## src/hw/rtl/nuf_pkg.sv

```systemverilog
// Package for the NAL unit framer: request and result structs, configuration
// struct, register indexes and the fixed bytes of the framing.
// No dependencies.
`default_nettype none

package nuf_pkg;

  // Configuration port.
  localparam int unsigned CfgIdxW  = 1;
  localparam int unsigned CfgDataW = 3;

  localparam logic [CfgIdxW-1:0] CfgPrefixMode   = 1'd0;
  localparam logic [CfgIdxW-1:0] CfgStartCodeLen = 1'd1;

  localparam logic [2:0] StartCodeLenReset = 3'd4;
  localparam logic [2:0] StartCodeLenShort = 3'd3;

  // Result sequencing: prefix (up to four bytes), escape byte, payload byte.
  localparam int unsigned MaxResults = 6;
  localparam int unsigned ResIdxW    = 3;

  localparam logic [ResIdxW-1:0] PrefixLenLong  = 3'd4;
  localparam logic [ResIdxW-1:0] PrefixLenShort = 3'd3;
  localparam logic [ResIdxW-1:0] PrefixLenNone  = 3'd0;

  // Fixed bytes.
  localparam logic [7:0] ByteZero    = 8'h00;
  localparam logic [7:0] ByteScEnd   = 8'h01;
  localparam logic [7:0] ByteEpb     = 8'h03;
  localparam logic [7:0] ByteEscMax  = 8'h03;

  // Trailing zero counter saturates at two.
  localparam logic [1:0] ZeroRunMax = 2'd2;

  typedef enum logic {
    PREFIX_ANNEXB = 1'b0,
    PREFIX_LENGTH = 1'b1
  } prefix_mode_e;

  typedef struct packed {
    prefix_mode_e prefix_mode;
    logic [2:0]   start_code_len;
  } cfg_t;

  typedef struct packed {
    logic [7:0]  data_byte;
    logic        nal_first;
    logic [31:0] nal_size;
    logic        escape_enable;
    logic        unit_first;
  } in_item_t;

  typedef struct packed {
    logic [7:0]  out_byte;
    logic [31:0] out_offset;
    logic        payload_start;
    logic        run_last;
  } out_item_t;

endpackage : nuf_pkg

`default_nettype wire

```

## src/hw/rtl/nuf_cfg_regs.sv

```systemverilog
// Configuration registers of the NAL unit framer (prefix mode, start code length).
// Depends on nuf_pkg.
`default_nettype none

module nuf_cfg_regs (
  input  wire logic                          clk_i,
  input  wire logic                          rst_ni,
  input  wire logic                          cfg_we_i,
  input  wire logic [nuf_pkg::CfgIdxW-1:0]   cfg_idx_i,
  input  wire logic [nuf_pkg::CfgDataW-1:0]  cfg_data_i,
  output nuf_pkg::cfg_t                      cfg_o
);

  nuf_pkg::cfg_t cfg_q, cfg_d;

  always_comb begin
    cfg_d = cfg_q;
    if (cfg_we_i) begin
      case (cfg_idx_i)
        nuf_pkg::CfgPrefixMode: begin
          cfg_d.prefix_mode = nuf_pkg::prefix_mode_e'(cfg_data_i[0]);
        end
        nuf_pkg::CfgStartCodeLen: begin
          cfg_d.start_code_len = cfg_data_i;
        end
        default: begin
          cfg_d = cfg_q;
        end
      endcase
    end
  end

  always_ff @(posedge clk_i or negedge rst_ni) begin
    if (!rst_ni) begin
      cfg_q.prefix_mode    <= nuf_pkg::PREFIX_ANNEXB;
      cfg_q.start_code_len <= nuf_pkg::StartCodeLenReset;
    end else begin
      cfg_q <= cfg_d;
    end
  end

  assign cfg_o = cfg_q;

endmodule : nuf_cfg_regs

`default_nettype wire

```

## src/hw/rtl/nuf_seq.sv

```systemverilog
// Holding register and result sequencer: expands one request into prefix,
// escape and payload bytes, and keeps the zero run and output offset.
// Depends on nuf_pkg.
`default_nettype none

module nuf_seq (
  input  wire logic        clk_i,
  input  wire logic        rst_ni,
  input  wire nuf_pkg::cfg_t cfg_i,
  input  wire logic        in_valid_i,
  output logic             in_ready_o,
  input  wire nuf_pkg::in_item_t in_req_i,
  input  wire logic        emit_ready_i,
  output logic             emit_valid_o,
  output nuf_pkg::out_item_t emit_res_o
);

  nuf_pkg::in_item_t              cur_q;
  logic                           cur_valid_q;
  logic [nuf_pkg::ResIdxW-1:0]    idx_q, idx_d;
  logic [1:0]                     zero_run_q, zero_run_d;
  logic [31:0]                    pos_q, pos_d;

  logic [nuf_pkg::ResIdxW-1:0]    prefix_len;
  logic [nuf_pkg::ResIdxW-1:0]    n_total;
  logic [1:0]                     zr_base;
  logic                           esc_hit;
  logic                           last;
  logic                           emit;
  logic [31:0]                    pos_eff;
  logic [7:0]                     len_byte;
  logic [7:0]                     prefix_byte;

  // The zero run restarts at every NAL start, before the escape check.
  assign zr_base = cur_q.nal_first ? 2'd0 : zero_run_q;
  assign esc_hit = cur_q.escape_enable && (zr_base == nuf_pkg::ZeroRunMax) &&
                   (cur_q.data_byte <= nuf_pkg::ByteEscMax);

  always_comb begin
    if (!cur_q.nal_first) begin
      prefix_len = nuf_pkg::PrefixLenNone;
    end else if (cfg_i.prefix_mode == nuf_pkg::PREFIX_ANNEXB &&
                 cfg_i.start_code_len == nuf_pkg::StartCodeLenShort) begin
      prefix_len = nuf_pkg::PrefixLenShort;
    end else begin
      prefix_len = nuf_pkg::PrefixLenLong;
    end
  end

  assign n_total = prefix_len + nuf_pkg::ResIdxW'(esc_hit) + nuf_pkg::ResIdxW'(1);
  assign last    = (idx_q == n_total - nuf_pkg::ResIdxW'(1));
  assign emit    = cur_valid_q && emit_ready_i;

  // The access unit offset is cleared just before the first result of a request with unit_first set.
  assign pos_eff = (idx_q == '0 && cur_q.unit_first) ? 32'd0 : pos_q;

  always_comb begin
    case (idx_q[1:0])
      2'd0:    len_byte = cur_q.nal_size[31:24];
      2'd1:    len_byte = cur_q.nal_size[23:16];
      2'd2:    len_byte = cur_q.nal_size[15:8];
      default: len_byte = cur_q.nal_size[7:0];
    endcase
  end

  always_comb begin
    if (cfg_i.prefix_mode == nuf_pkg::PREFIX_LENGTH) begin
      prefix_byte = len_byte;
    end else if (idx_q == prefix_len - nuf_pkg::ResIdxW'(1)) begin
      prefix_byte = nuf_pkg::ByteScEnd;
    end else begin
      prefix_byte = nuf_pkg::ByteZero;
    end
  end

  always_comb begin
    emit_res_o.out_offset    = pos_eff;
    emit_res_o.run_last      = last;
    emit_res_o.payload_start = 1'b0;
    if (idx_q < prefix_len) begin
      emit_res_o.out_byte = prefix_byte;
    end else if (esc_hit && idx_q == prefix_len) begin
      emit_res_o.out_byte = nuf_pkg::ByteEpb;
    end else begin
      emit_res_o.out_byte      = cur_q.data_byte;
      emit_res_o.payload_start = cur_q.nal_first;
    end
  end

  assign emit_valid_o = cur_valid_q;
  assign in_ready_o   = !cur_valid_q || (emit && last);

  always_comb begin
    idx_d      = idx_q;
    pos_d      = pos_q;
    zero_run_d = zero_run_q;
    if (emit) begin
      pos_d = pos_eff + 32'd1;
      if (last) begin
        idx_d = '0;
        if (cur_q.data_byte != nuf_pkg::ByteZero) begin
          zero_run_d = 2'd0;
        end else if (esc_hit) begin
          zero_run_d = 2'd1;
        end else if (zr_base < nuf_pkg::ZeroRunMax) begin
          zero_run_d = zr_base + 2'd1;
        end else begin
          zero_run_d = nuf_pkg::ZeroRunMax;
        end
      end else begin
        idx_d = idx_q + nuf_pkg::ResIdxW'(1);
      end
    end
  end

  always_ff @(posedge clk_i or negedge rst_ni) begin
    if (!rst_ni) begin
      cur_valid_q <= 1'b0;
      idx_q       <= '0;
      zero_run_q  <= 2'd0;
      pos_q       <= 32'd0;
    end else begin
      idx_q      <= idx_d;
      zero_run_q <= zero_run_d;
      pos_q      <= pos_d;
      if (in_valid_i && in_ready_o) begin
        cur_valid_q <= 1'b1;
      end else if (emit && last) begin
        cur_valid_q <= 1'b0;
      end
    end
  end

  always_ff @(posedge clk_i) begin
    if (in_valid_i && in_ready_o) begin
      cur_q <= in_req_i;
    end
  end

  a_idx_range: assert property (@(posedge clk_i) disable iff (!rst_ni)
    idx_q <= nuf_pkg::ResIdxW'(nuf_pkg::MaxResults - 1))
    else $error("result index out of range");

  a_idle_idx: assert property (@(posedge clk_i) disable iff (!rst_ni)
    !cur_valid_q |-> idx_q == '0)
    else $error("result index not at zero while empty");

  a_step: assert property (@(posedge clk_i) disable iff (!rst_ni)
    (emit && !last) |=> (cur_valid_q && idx_q == $past(idx_q) + nuf_pkg::ResIdxW'(1)))
    else $error("sequencer lost its request mid-run");

  a_zero_run: assert property (@(posedge clk_i) disable iff (!rst_ni)
    zero_run_q <= nuf_pkg::ZeroRunMax)
    else $error("zero run above saturation");

endmodule : nuf_seq

`default_nettype wire

```

## src/hw/rtl/nuf_out_reg.sv

```systemverilog
// Result register of the NAL unit framer: holds one result until taken.
// Depends on nuf_pkg.
`default_nettype none

module nuf_out_reg (
  input  wire logic           clk_i,
  input  wire logic           rst_ni,
  input  wire logic           load_valid_i,
  output logic                load_ready_o,
  input  wire nuf_pkg::out_item_t load_res_i,
  output logic                out_valid_o,
  input  wire logic           out_ready_i,
  output nuf_pkg::out_item_t  out_res_o
);

  logic               valid_q;
  nuf_pkg::out_item_t res_q;

  // The register can take a new result when empty or when its result leaves now.
  assign load_ready_o = !valid_q || out_ready_i;

  always_ff @(posedge clk_i or negedge rst_ni) begin
    if (!rst_ni) begin
      valid_q <= 1'b0;
    end else if (load_ready_o) begin
      valid_q <= load_valid_i;
    end
  end

  always_ff @(posedge clk_i) begin
    if (load_ready_o && load_valid_i) begin
      res_q <= load_res_i;
    end
  end

  assign out_valid_o = valid_q;
  assign out_res_o   = res_q;

endmodule : nuf_out_reg

`default_nettype wire

```

## src/hw/rtl/nal_unit_framer_with_escaping.sv

```systemverilog
// Top level of the NAL unit framer with emulation prevention.
// Depends on nuf_pkg, nuf_cfg_regs, nuf_seq and nuf_out_reg.
//
//   Channel   Direction  Handshake                  Payload
//   in        input      in_valid_i / in_ready_o    in_req_i  (nuf_pkg::in_item_t)
//   out       output     out_valid_o / out_ready_i  out_res_o (nuf_pkg::out_item_t)
//   cfg       input      cfg_we_i (no wait)         cfg_idx_i, cfg_data_i
//
// Each request occupies the sequencer for its prefix (none without nal_first, 3
// or 4 bytes with it), an emulation prevention byte when one is inserted and its
// payload byte; the single result register moves one byte per cycle unless the
// output stalls. A one-byte request is accepted every cycle unless the output
// stalls. The first result goes out through the holding and result registers.
// Reset is asynchronous and active low; it clears the configuration to Annex B
// with four byte start codes, the zero run and the output offset.
// A stall on the output holds the sequencer; new requests are taken as soon as
// the current one hands over its last byte.
`default_nettype none

module nal_unit_framer_with_escaping (
  input  wire logic                          clk_i,
  input  wire logic                          rst_ni,
  // Input requests, one NAL byte each.
  input  wire logic                          in_valid_i,
  output logic                               in_ready_o,
  input  wire nuf_pkg::in_item_t             in_req_i,
  // Framed output bytes.
  output logic                               out_valid_o,
  input  wire logic                          out_ready_i,
  output nuf_pkg::out_item_t                 out_res_o,
  // Configuration writes.
  input  wire logic                          cfg_we_i,
  input  wire logic [nuf_pkg::CfgIdxW-1:0]   cfg_idx_i,
  input  wire logic [nuf_pkg::CfgDataW-1:0]  cfg_data_i
);

  nuf_pkg::cfg_t      cfg;
  logic               emit_valid;
  logic               emit_ready;
  nuf_pkg::out_item_t emit_res;

  // Configuration registers; the user must write them only while the block is idle, as the block does not enforce it.
  nuf_cfg_regs u_cfg (
    .clk_i      (clk_i),
    .rst_ni     (rst_ni),
    .cfg_we_i   (cfg_we_i),
    .cfg_idx_i  (cfg_idx_i),
    .cfg_data_i (cfg_data_i),
    .cfg_o      (cfg)
  );

  // The sequencer holds the current request and produces its prefix, the optional
  // escape byte and the payload byte, one per cycle unless the output stalls.
  nuf_seq u_seq (
    .clk_i        (clk_i),
    .rst_ni       (rst_ni),
    .cfg_i        (cfg),
    .in_valid_i   (in_valid_i),
    .in_ready_o   (in_ready_o),
    .in_req_i     (in_req_i),
    .emit_ready_i (emit_ready),
    .emit_valid_o (emit_valid),
    .emit_res_o   (emit_res)
  );

  // The result register separates the sequencer from the downstream consumer.
  nuf_out_reg u_out (
    .clk_i        (clk_i),
    .rst_ni       (rst_ni),
    .load_valid_i (emit_valid),
    .load_ready_o (emit_ready),
    .load_res_i   (emit_res),
    .out_valid_o  (out_valid_o),
    .out_ready_i  (out_ready_i),
    .out_res_o    (out_res_o)
  );

endmodule : nal_unit_framer_with_escaping

`default_nettype wire

```

## config.mk

```make
export PLATFORM = sky130hd
export DESIGN_NAME = nal_unit_framer_with_escaping
export DESIGN_NICKNAME = d
export VERILOG_FILES = /design/src/hw/rtl/nuf_pkg.sv /design/src/hw/rtl/nuf_cfg_regs.sv /design/src/hw/rtl/nuf_seq.sv /design/src/hw/rtl/nuf_out_reg.sv /design/src/hw/rtl/nal_unit_framer_with_escaping.sv
export SDC_FILE = /design/constraint.sdc
export NUM_CORES = 1
export LEC_CHECK = 0
export BUFFER_PORTS_ARGS = -buffer_cell sky130_fd_sc_hd__buf_2
export CAP_MARGIN = 20
export CELL_PAD_IN_SITES_DETAIL_PLACEMENT = 1
export CELL_PAD_IN_SITES_GLOBAL_PLACEMENT = 1
export CORE_MARGIN = 1
export CORE_UTILIZATION = 45
export CTS_CLUSTER_DIAMETER = 40
export DETAILED_ROUTE_END_ITERATION = 16
export PLACE_DENSITY_LB_ADDON = 0.3
export SETUP_SLACK_MARGIN = 0.5
export SLEW_MARGIN = 20
export SYNTH_ARGS = -nofsm -noshare
export SYNTH_HDL_FRONTEND = slang
export SYNTH_HIERARCHICAL = 1
export SYNTH_SLANG_ARGS = --single-unit
```

## constraint.sdc

```tcl
create_clock -name clk_i -period 7.7 [get_ports clk_i]
set_input_delay 0.77 -clock clk_i [delete_from_list [all_inputs] [get_ports clk_i]]
set_output_delay 0.77 -clock clk_i [all_outputs]
set_load 0.02 [all_outputs]
```

# After elaboration in Yosys (flattened, before gate mapping)

Index checks and enable logic that the tools add are counted.

Add/subtract/negate cells: 7
Magnitude comparators: 3
Eq/ne operators: 7
Muxes and demuxes: 15
Bitwise operators: 2
Reduce and logical (&&, ||, !) cells: 20

Operator list:

| operator                                                               | number |
|---|---|
| 32-bit by 1-bit adder with 32-bit output (second input constant)       | 1 |
| 32-bit 2-to-1 mux                                                      | 1 |
| 8-bit 2-to-1 mux                                                       | 3 |
| 8-bit case mux with 3 select lines                                     | 1 |
| 3-bit == test                                                          | 3 |
| 3-bit 2-to-1 mux                                                       | 3 |
| 8-bit by 2-bit <= comparator with 1-bit output (second input constant) | 1 |
| 1-bit logical AND                                                      | 8 |
| 2-bit 2-to-1 mux                                                       | 4 |
| 8-bit nonzero test                                                     | 1 |
| 3-bit by 1-bit adder with 3-bit output (second input constant)         | 2 |
| 2-bit AND reduction                                                    | 3 |
| 3-bit by 1-bit subtractor with 3-bit output (second input constant)    | 2 |
| 2-bit == test (second input constant)                                  | 2 |
| 3-bit by 1-bit adder with 3-bit output                                 | 1 |
| 3-bit by 2-bit == test with 1-bit output (second input constant)       | 1 |
| 3-bit zero test                                                        | 1 |
| 3-bit less-than comparator                                             | 1 |
| 1-bit 2-to-1 mux                                                       | 3 |
| 2-bit by 1-bit adder with 2-bit output (second input constant)         | 1 |
| 2-bit by 1-bit == test with 1-bit output (second input constant)       | 1 |
| 1-bit zero test                                                        | 2 |
| 2-bit zero test                                                        | 1 |
| 1-bit logical OR                                                       | 2 |
| other kinds (4)                                                        | 5 |

Register bits: 128
Output and inout port bits: 44
Word-level logic and storage cells: 70

# Longest topological paths before layout

Word-level depth: 12
Depth in mapped cells: 13
Depth with buffers taken out: 11

# By module

Netlist, hierarchy kept.

By module, submodules not included:

| module       | times used | cells an instance | area an instance (um2) | seq. area each (um2) |
|---|---|---|---|---|
| nuf_seq      | 1          | 384               | 4038.9                 | 2242.2 |
| nuf_out_reg  | 1          | 46                | 1315.0                 | 1286.2 |
| nuf_cfg_regs | 1          | 10                | 160.2                  | 101.3 |

# Worst setup path after synthesis

No wires, ideal clock.

Path kind: reg2reg
Start: reg u_cfg.cfg_q, in the netlist u_cfg/cfg_o[3]
End: reg u_seq/cur_q[0] (netlist bit) (enable)
Data arrival time: 5.226 ns
Setup slack: 1.965 ns
Stages on the path, launching flop included: 10
Period minus slack after synthesis: 5.735 ns
Path through: dfrtp_1 -> nor4bb_1 -> nand2_1 -> inv_1 -> ha_1 -> xnor2_1 -> or3_4 -> a211oi_4 -> nand2_4 -> a21boi_0

Cells in the longest elaborated chain, start to end: 11

RTL lines:

| item                                                 | line               | RTL |
|---|---|---|
| from (decl)                                          | nuf_cfg_regs.sv:14 | `nuf_pkg::cfg_t cfg_q, cfg_d;` |
| from (signal assigned)                               | nuf_cfg_regs.sv:38 | `cfg_q <= cfg_d;` |
| 1-bit inverter                                       | nuf_seq.sv:42      | `end else if (cfg_i.prefix_mode == nuf_pkg::PREFIX_ANNEXB &&` |
| 1-bit logical AND                                    | nuf_seq.sv:42      |  |
| 3-bit 2-to-1 mux                                     | nuf_seq.sv:42      |  |
| 3-bit 2-to-1 mux                                     | nuf_seq.sv:40      | `if (!cur_q.nal_first) begin` |
| 3-bit by 1-bit adder with 3-bit output (2 in series) | nuf_seq.sv:50      | `assign n_total = prefix_len + nuf_pkg::ResIdxW'(esc_hit) + nuf_pkg::ResIdxW'(1);` |
| 3-bit by 1-bit subtractor with 3-bit output          | nuf_seq.sv:51      | `assign last = (idx_q == n_total - nuf_pkg::ResIdxW'(1));` |
| 3-bit == test                                        | nuf_seq.sv:51      |  |
| via u_seq.last                                       | nuf_seq.sv:28      | `logic last;` |
| 1-bit logical AND                                    | nuf_seq.sv:91      | `assign in_ready_o = !cur_valid_q \|\| (emit && last);` |
| 1-bit logical OR                                     | nuf_seq.sv:91      |  |
| 1-bit logical AND                                    | nuf_seq.sv:135     | `if (in_valid_i && in_ready_o) begin` |
| to (signal assigned)                                 | nuf_seq.sv:136     | `cur_q <= in_req_i;` |
| to (decl)                                            | nuf_seq.sv:18      | `nuf_pkg::in_item_t cur_q;` |

The timed path passes the listed nets, and every way through them passes these cells.
A chain may end at the register's enable or synchronous reset.

==> metrics.cfg <==
[route]
drtAntennaViolNets = 0
drtIter0Drc = 199
routed_via_density = 5.51
wl_per_cell_um = 18.4
drc = 1
drt-pass1-iter-count = 10
vias = 3843
wl_um = 12800

[sta]
worstMarginPinSlew_ps = 851
final.setup.tns_ps = 0
maxSlewHeadroom_pct = 43.1
setup_violations = 0
finClkSkew_ps = 6.94
maxSlewViolCount = 0
hold_violations = 0
rsz0062_at_grt = no
finalCritPeriodShare_pct = 51.9
setup_ws_ps = 3710
fmax_ghz = 0.250
layout_min_cycle_time_ps = 3990

[placed_design]
dp_cells = 665
globalplace.congestion = 0.807
dp_hpwl_um = 8840
io_buffers = 95
post-place-ws_ps = 4150

[yosys]
synth_fp_nets = 502
synthAdderAreaFrac_pct = 2.27
syn_inst = 440
syn_area_mm2 = 0.00551
synth_xor_area_share_pct = 4.13
synthSimpleGateAreaFrac_pct = 17.5
yosysTopAreaCell = edfxtp_1
avgSynthCellArea_um2 = 12.5
synth_flop_cell = edfxtp_1
synth_enable_flop_cells = 85
synth.top_cell.area_share_pct = 46.3
ys_seq_elements = 128
ys_seq_area_share_pct = 65.8
yosysWarnings = 6
synth.distinct_cells = 49
synth_compound_area_share_pct = 6.58
synth_top_family_by_area = simple AND/OR/NAND/NOR gates
synth_mux_area_share_pct = 1.34
ys_async_sr_fraction_pct = 33.6
synthTopCellsByArea = edfxtp_1 (46%), dfrtp_1 (19%), nand2_1 (4.4%)

[global_route]
overflow = 0
grt.total_usage_pct = 22.1
top_usage_layer = met2
grt_first_pass_wirelength_um = 20900
grt.met1_usage_pct = 23.1
antenna_found_initial = 0
use_met3_pct = 6.16
grt_pass1_vias = 4192
grt_max_degree = 46
grt_use_met2_pct = 41.6

[clock_network]
numCtsBuffers = 17
cts.repair.resized = 0
cts_setup_buffers = 0
htree_levels = 4
clkLatencyLatePin_ps = 420
clockBufferDepth = 2
clkTransAtPathRegs_ps = 60
ctsHoldBuffers = 0
root_buffer = clkbuf_16
cts_num_sinks = 128
cts_tree = yes

[critical_path]
critPathMaxFanout = 7
path_class = reg2out
r2r_setup_slack_ps = 4110
cp-end-kind = output pin
crit_chain = nor4bb_1 -> nand2_1 -> inv_1 -> ha_1 -> xnor2_1 -> or3_4 -> a211oi_4 -> nand2_4 -> nand2_1 -> buf_2
cp-start-kind = register
cp.required_ps = 6930
worstPathArrival_ps = 3220
slowest_stage = nor4bb_1
max_stage_delay_ps = 560
cpMostUsedCell = nand2_1
r2r_cells = 10

[cells_and_area]
final_cells = 697
multi_input_area_mm2 = 0.00177
areaGrowthSynthToFinish_pct = 22.5
final_layout_size_suffix_gt1_share_pct = 26.7
mostFrequentLayoutCell = buf_2
final_cell_mix = buf_2 (94), edfxtp_1 (85), nand2_1 (65)
diodes = 0
fillers = 1246
ff_latch_area_mm2 = 0.00363
nets = 599

[floorplanning]
initial_core_util_pct = 46.1
die_h_um = 113
rows = 40
core_mm2 = 0.0120
die_w_um = 113
dieArea_mm2 = 0.0127
pin_count = 96

[pwr]
total_leakage_power_nw = 2.75
powerDensity_mw_per_mm2 = 352
ir_drop_mv = 0.192

[status]
violations = DRC
outcome = complete, but fails checks

[flow_run]
cap_violations = 0

[hold_path]
hold_path.class = in2async

==> path summary, 6_finish.rpt <==
path,end,from
min reg2reg,u_seq/pos_q[12]$_DFFE_PN0P_,u_seq/pos_q[12]$_DFFE_PN0P_
max,in_ready_o,u_cfg/cfg_o[3]$_DFFE_PN0P_
min,u_cfg/cfg_o[1]$_DFFE_PN0P_,rst_ni
min in group clk_i,u_seq/pos_q[12]$_DFFE_PN0P_,u_seq/pos_q[12]$_DFFE_PN0P_
max in group asynchronous,u_seq/pos_q[13]$_DFFE_PN0P_,rst_ni
max reg2reg,u_seq/cur_q[4]$_DFFE_PP_,u_cfg/cfg_o[3]$_DFFE_PN0P_
==> flip-flops by register name, indices dropped and copies added (netlist names) <==
register / cells
u_cfg/cfg_o: 4
u_out/out_res_o: 42
u_out/out_valid_o: 1
u_seq/cur_q: 43
u_seq/emit_valid_o: 1
u_seq/idx_q: 3
u_seq/pos_q: 32
u_seq/zero_run_q: 2
==> cells in the mapped netlist (5+ instances only) <==
library cell / n
nand2_1: 65
nand4_1: 7
nand3_1: 15
xor2_1: 11
inv_1: 11
nor3_1: 10
dfrtp_1: 42
xnor2_1: 15
o21ai_0: 14
ha_1: 10
a222oi_1: 8
a21oi_1: 16
and2_1: 31
nor4_1: 6
a31oi_1: 8
and4_1: 5
edfxtp_1: 85
clkbuf_1: 12
nor2_1: 25
==> layout make-up <==
cell class	instances	share of cell area, %
flip-flops and latches	128	53.8
clock inverters	14	3.19
repair buffers	96	7.19
well taps	147	2.72
multi-input cells	283	26.2
inverters	11	0.611
clock buffers	18	6.36
==> worst max-delay path: cells and delay by family (launching register included) <==
kind                       cells  cell delay, ps
and+or+nand+nor                5            1300
xor gates and xnor gates       1             100
buffers and inverters          2             300
adders and majority gates      1             200
DFF                            1             460
AOI/OAI and AO/OA              1             430
==> kinds of logic after synthesis <==
group	Yosys count
compound gates	55
xor+xnor	26
fa+ha+maj	10
buf+inv	29
flops	128
mux	6
simple gates	186
==> report_power, final <==
group          internal [mW]  total, mW  switching [mW]
clock                  0.573      0.873           0.300
sequential             0.892      0.963          0.0713
combinational          0.175      0.543           0.368
total                   1.64       2.38           0.740
==> stage by stage <==
stage | instance area, um2 | hold slack [ps] | power (mW) | utilization, %
after floorplan | 5510 | 456 | 1.34 | -
after global placement | 6110 | 476 | 1.48 | 51.0
after detailed placement | 6110 | 499 | 1.52 | 51.0
after CTS | 6750 | 503 | 2.40 | 56.4
after global routing | 6750 | 387 | 2.48 | 56.5
final | 6750 | 353 | 2.38 | 56.5
==> routing by layer <==
| layer | routed length [um] | share of wire, % |
|---|---|---|
| met1 | 5000 | 39 |
| met2 | 7090 | 55 |
| met3 | 530 | 4.1 |
| met4 | 212 | 1.7 |
| met5 | 0 | 0 |
Power figures use the tool's default switching activity.
